===== src/rtl/pli_pkg.sv =====
// Types and constants for the piecewise linear interpolator.
// No dependencies; used by every module of the block.
`default_nettype none

package pli_pkg;

   localparam logic OP_LOAD  = 1'b0;
   localparam logic OP_QUERY = 1'b1;

   localparam logic [1:0] RS_INSIDE = 2'd0;
   localparam logic [1:0] RS_BELOW  = 2'd1;
   localparam logic [1:0] RS_ABOVE  = 2'd2;
   localparam logic [1:0] RS_ZERO   = 2'd3;

   localparam int STEP_W    = 6;
   localparam int DIV_STEPS = 48;
   localparam int MUL_STEPS = 3;

   typedef struct packed {
      logic               opcode;
      logic [5:0]         point_index;
      logic [31:0]        x_value;
      logic signed [31:0] y_load;
   } req_type;

   typedef struct packed {
      logic signed [31:0] y_result;
      logic [1:0]         range_status;
   } rsp_type;

   typedef enum logic [3:0] {
      ST_IDLE,
      ST_BASE,
      ST_SCAN,
      ST_LOW,
      ST_HIGH,
      ST_PREP,
      ST_DIV,
      ST_MUL,
      ST_SUM,
      ST_DONE
   } ctl_state_type;

   typedef enum logic [1:0] {
      RD_ZERO,
      RD_SEG,
      RD_NEXT,
      RD_PREV
   } rd_sel_type;

   typedef struct packed {
      logic       load;
      logic       start;
      logic       base;
      logic       scan;
      logic       fetch_lo;
      logic       fetch_hi;
      logic       prep;
      logic       div_step;
      logic       mul_step;
      logic       sum;
      logic       emit;
      rd_sel_type rd_sel;
   } dp_cmd_type;

   typedef struct packed {
      logic seg_done;
      logic seg_zero;
      logic div_last;
      logic mul_last;
      logic out_free;
   } dp_status_type;

endpackage

`default_nettype wire


===== src/rtl/pli_ctl.sv =====
// Sequencer for the interpolator: load, scan, fetch, divide, multiply, emit.
// Depends on pli_pkg; drives pli_dp through command and status structs.
`default_nettype none

module pli_ctl (
   input  wire                     clock,
   input  wire                     reset,
   input  wire                     req_valid,
   input  wire                     req_is_query,
   input  pli_pkg::dp_status_type  status,
   output logic                    req_ready,
   output pli_pkg::dp_cmd_type     cmd
);

   pli_pkg::ctl_state_type state_ff;
   pli_pkg::ctl_state_type state_in;

   always_ff @(posedge clock) begin
      if (reset) begin
         state_ff <= pli_pkg::ST_IDLE;
      end else begin
         state_ff <= state_in;
      end
   end

   always_comb begin
      state_in = state_ff;
      unique case (state_ff)
         pli_pkg::ST_IDLE: begin
            if (req_valid && req_is_query) state_in = pli_pkg::ST_BASE;
         end
         pli_pkg::ST_BASE: state_in = pli_pkg::ST_SCAN;
         pli_pkg::ST_SCAN: begin
            if (status.seg_done) state_in = pli_pkg::ST_LOW;
         end
         pli_pkg::ST_LOW:  state_in = pli_pkg::ST_HIGH;
         pli_pkg::ST_HIGH: state_in = pli_pkg::ST_PREP;
         pli_pkg::ST_PREP: begin
            state_in = status.seg_zero ? pli_pkg::ST_DONE : pli_pkg::ST_DIV;
         end
         pli_pkg::ST_DIV: begin
            if (status.div_last) state_in = pli_pkg::ST_MUL;
         end
         pli_pkg::ST_MUL: begin
            if (status.mul_last) state_in = pli_pkg::ST_SUM;
         end
         pli_pkg::ST_SUM:  state_in = pli_pkg::ST_DONE;
         pli_pkg::ST_DONE: begin
            if (status.out_free) state_in = pli_pkg::ST_IDLE;
         end
         default: state_in = pli_pkg::ST_IDLE;
      endcase
   end

   always_comb begin
      req_ready = 1'b0;
      cmd       = '0;
      cmd.rd_sel = pli_pkg::RD_ZERO;
      unique case (state_ff)
         pli_pkg::ST_IDLE: begin
            req_ready = 1'b1;
            cmd.load  = req_valid && !req_is_query;
            cmd.start = req_valid && req_is_query;
         end
         pli_pkg::ST_BASE: begin
            cmd.base   = 1'b1;
            cmd.rd_sel = pli_pkg::RD_SEG;
         end
         pli_pkg::ST_SCAN: begin
            cmd.scan   = 1'b1;
            cmd.rd_sel = status.seg_done ? pli_pkg::RD_PREV : pli_pkg::RD_NEXT;
         end
         pli_pkg::ST_LOW: begin
            cmd.fetch_lo = 1'b1;
            cmd.rd_sel   = pli_pkg::RD_SEG;
         end
         pli_pkg::ST_HIGH: cmd.fetch_hi = 1'b1;
         pli_pkg::ST_PREP: cmd.prep     = 1'b1;
         pli_pkg::ST_DIV:  cmd.div_step = 1'b1;
         pli_pkg::ST_MUL:  cmd.mul_step = 1'b1;
         pli_pkg::ST_SUM:  cmd.sum      = 1'b1;
         pli_pkg::ST_DONE: cmd.emit     = status.out_free;
         default: ;
      endcase
   end

endmodule

`default_nettype wire


===== config.mk =====
export PLATFORM = sky130hd
export DESIGN_NAME = pli_ctl
export DESIGN_NICKNAME = d
export VERILOG_FILES = /design/src/rtl/pli_pkg.sv /design/src/rtl/pli_ctl.sv
export SDC_FILE = /design/constraint.sdc
export NUM_CORES = 1
export LEC_CHECK = 0
export BUFFER_PORTS_ARGS = -buffer_cell sky130_fd_sc_hd__clkbuf_2
export CORE_AREA = 2 2 39 41
export CTS_CLUSTER_DIAMETER = 80
export DETAILED_ROUTE_END_ITERATION = 8
export DIE_AREA = 0 0 41 43
export PLACE_DENSITY = 0.72
export REMOVE_ABC_BUFFERS = 1
export SETUP_SLACK_MARGIN = 0.3
export SKIP_CTS_REPAIR_TIMING = 1
export SLEW_MARGIN = 40
export SYNTH_ARGS = -nofsm -noshare
export SYNTH_HDL_FRONTEND = slang
export SYNTH_SLANG_ARGS = --single-unit
export TNS_END_PERCENT = 100

===== constraint.sdc =====
create_clock -name clock -period 2 [get_ports clock]
set_clock_uncertainty 0.15 [all_clocks]
set_input_delay 0.3 -clock clock [delete_from_list [all_inputs] [get_ports clock]]
set_output_delay 0.3 -clock clock [all_outputs]
set_load 0.02 [all_outputs]

# Yosys cells after proc, flatten, opt, wreduce, memory -nomap -nowiden
# Index checks and enable logic that the tools add are counted.
# Widths: inputs -> output; s select.
[totals]
regBits = 4
inputBits = 9
out_inout_bits = 14
elab_cells = 41
[op_classes]
n_eq_ne = 14
mux = 20
reduce_logical = 6
[op_table]
columns = ["op", "n"]
rows = [
  ["$pmux 4 s10", 1],
  ["$mux 4", 6],
  ["$eq 4x3->1 const B", 4],
  ["$mux 1", 11],
  ["$ne 2x2->1 const B", 5],
  ["$eq 4x2->1 const B", 2],
  ["$eq 4x4->1 const B", 2],
  ["$reduce_and 5->1", 1],
  ["$eq 4x1->1 const B", 1],
  ["$logic_not 4->1", 1],
  ["$pmux 2 s2", 1],
  ["$logic_and 1x1->1", 2],
  ["$mux 2", 1],
  ["$reduce_or 2->1", 1],
  ["$logic_not 1->1", 1],
]

# Longest topological paths before layout
[logic_depth]
word_depth = 3
mapped_depth = 5
mapped_depth_nobuf = 3

# Worst setup path before layout
# No wires, ideal clock.
[synth_path]
path_kind = "reg-to-output"
start = "register state_ff[0]"
end = "output cmd[12] in the netlist's numbering"
arrival_ns = 1.364
required_ns = 1.550
setup_slack_ns = 0.186
stages_incl_launch_ff = 4
n_path_buf = 0
path_cell_list = "dfxtp_1 nor4_2 nand2_1 nor2_1"
[synth_lines]
columns = ["element", "line", "rtl"]
rows = [
  ["from (decl)", "pli_ctl.sv:15", "pli_pkg::ctl_state_type state_ff;"],
  ["from (signal assigned)", "pli_ctl.sv:20", "state_ff <= pli_pkg::ST_IDLE;"],
  ["from (signal assigned)", "pli_ctl.sv:22", "state_ff <= state_in;"],
  ["to (decl)", "pli_ctl.sv:12", "output pli_pkg::dp_cmd_type cmd"],
]

==> out/qor.yml <==
post_drt_via_cell_ratio: 5.265
post_synthesis_async_set_or_reset_flop_share: 0
wl_um: 1225
antenna_cells_inserted: 0
core_area_um2: 1384
globalRoute.totalOverflow: 0
clock_tree.buffer_depth: 2
gr-usage-all-layers: 0.1325
slowest_stage: "dfxtp_4"
timing.final.max_slew_violations: 0
number_of_detailed_route_iterations_in_the_first_pass: 4
wl_per_cell_um: 12.50
later_pin_clock_latency_in_the_skew_report_ns: 0.23
holdCritPathClass: "in2reg"
synthDominantCellAreaShare: 0.1877
drtAntennaViolNets: 0
tightestPinTransition_ns: 0.5505
critPathKind: "reg2out"
worstPathRequired_ns: 1.55
gp_congestion: 0.7994
htree_depth: 1
floorplan.initialDensity: 0.3083
tmin_final_ns: 1.700
finalHoldViolCount: 0
post-synth-top-area-cell: "dfxtp_1"
max_freq_mhz: 588.1
sequential_share_of_the_synthesized_area: 0.1877
final_layout_size_suffix_gt1_frac: 0.5488
largest_register_ff_count: 4
die-area_um2: 1763
die_h_um: 43
via_count_of_the_first_global_routing_pass: 438
crit_path_max_fanout: 4
cellInternalPower_uw: 268.3
grt_start_max_net_pins: 15
critPathCaptureType: "primary output"
cts_tree: "built"
num_io_pins: 23
synth_seq_cells: 4
synth.distinct_cells: 29
floorplan.die.width_um: 41
setup-tns-final_ns: 0
leakagePower_nw: 0.3100
flow.area_growth_from_synthesis_pct: 56.01
grt_pass1_wl_um: 1642
final-setup-viol-count: 0
clk_pin_slew_ns: 0.04
peakVddDrop_v: 0.0004936
path_cells: "nor4_4 -> and3_1 -> buf_4"
synth.cell_area_um2: 426.7
worst_relative_slew_slack: 0.6235
cts.sink_count: 4
initialDrtViolationCount: 4
power_density_nw_per_um2: 684.7
fill_cells: 146
critical_path.max_stage_delay_ns: 0.35
largest_cells_by_area_after_synthesis: "dfxtp_1, nor3_1, nor4b_4"
critPathArrivalTime_ns: 1.25
crit_path_start_kind: "flop"
layout.nets: 93
drcViolationCount: 0
syn_area_per_cell_um2: 7.901
maxCapViolCount: 0
final_cell_mix: "clkbuf_2, buf_4, nor3_1"
netlist_instances: 54
share_clk_of_total_power: 0.216
final_min_period_over_clock_period: 0.8501
vias: 516
comb_power_share: 0.540
register_bank_with_the_most_flops: "state_ff"
holdWs_ns: 0.1480
switching_component_of_the_power_uw: 187.4
rsz_0062_raised_after_global_routing: "yes"
largest_registers: "state_ff: 4 flops"
dp.final_hpwl_um: 837
p_seq_frac: 0.245
fp-row-count: 14
grt_antenna_before_repair: 0
postSynth.topFlopCell: "dfxtp_1"
port_buffers: 22
synth-edff-count: 0
root_buffer: "clkbuf_4"
run_status: "completed"
cts_made_buffers: 3
yosysWarningCount: 0
netSwitchingFraction: 0.4113
==> layer usage <==
metal	GRT usage	vias up	wire [µm]
li1	-	259	-
met3	0.01571	0	55
met5	0	-	0
met2	0.2063	18	651
met4	0.08667	0	0
met1	0.1608	239	517
==> critical path, delay by kind of cell (launching register included) <==
| family | cells | cell delay, ns |
|---|---|---|
| simple gates | 2 | 0.53 |
| flops | 1 | 0.35 |
| buf+inv | 1 | 0.13 |
==> stage by stage <==
step	instances	worst slack (ns)	power, mW	util	instance area, µm²
floorplan	49	0.07868	0.2391	-	395.4
CTS	95	0.1404	0.4159	0.4231	585.6
finish	98	0.2997	0.4557	0.4810	665.6
detailed placement	92	0.3846	0.3118	0.4069	563.0
global route	98	0.2317	0.4843	0.4810	665.6
global placement	92	0.4126	0.3113	0.4069	563.0
==> cell families (layout without fill, tap and decap cells) <==
group / Yosys count / after routing / synth area share
AND/OR/NAND/NOR: 29 / 29 / 0.4604
AO/OA/AOI/OAI: 13 / 13 / 0.2346
buffers and inverters: 7 / 35 / 0.09092
flip-flops: 4 / 4 / 0.1877
multiplexers: 1 / 1 / 0.02639
==> cell usage after synthesis (2+ instances only) <==
library cell and number:
nor3_1 6, nand2_1 5, buf_2 4, dfxtp_1 4
nor2_1 4, a21oi_1 3, nor2b_1 3, a21boi_1 2
inv_1 2, nand2b_1 2
==> final cells by class <==
type / count / area (µm²) / area share
sequential: 4 / 90.09 / 0.1353
tap: 16 / 20.02 / 0.03008
inverter: 2 / 7.507 / 0.01128
clock buffer: 3 / 22.52 / 0.03383
timing repair buffer: 30 / 192.7 / 0.2895
multi-input combinational: 43 / 332.8 / 0.5000
==> power groups by stage <==
| stage | clock [mW] | combinational, mW | sequential, mW |
|---|---|---|---|
| after floorplan | 0 | 0.117 | 0.122 |
| after global placement | 0 | 0.203 | 0.108 |
| after detailed placement | 0 | 0.203 | 0.109 |
| after CTS | 0.104 | 0.204 | 0.108 |
| after global routing | 0.108 | 0.263 | 0.113 |
| final | 0.0982 | 0.246 | 0.112 |
==> path summary, 6_finish.rpt <==
kind	start	depth (start not counted)	endpoint	slack, ns
setup reg to reg	state_ff[0]	3	state_ff[0]	0.44
hold reg to reg	state_ff[3]	2	state_ff[1]	0.51
setup / recovery	state_ff[2]	3	cmd[11]	0.30
hold / removal	reset	2	state_ff[3]	0.15
(Power assumes the default switching activity.)
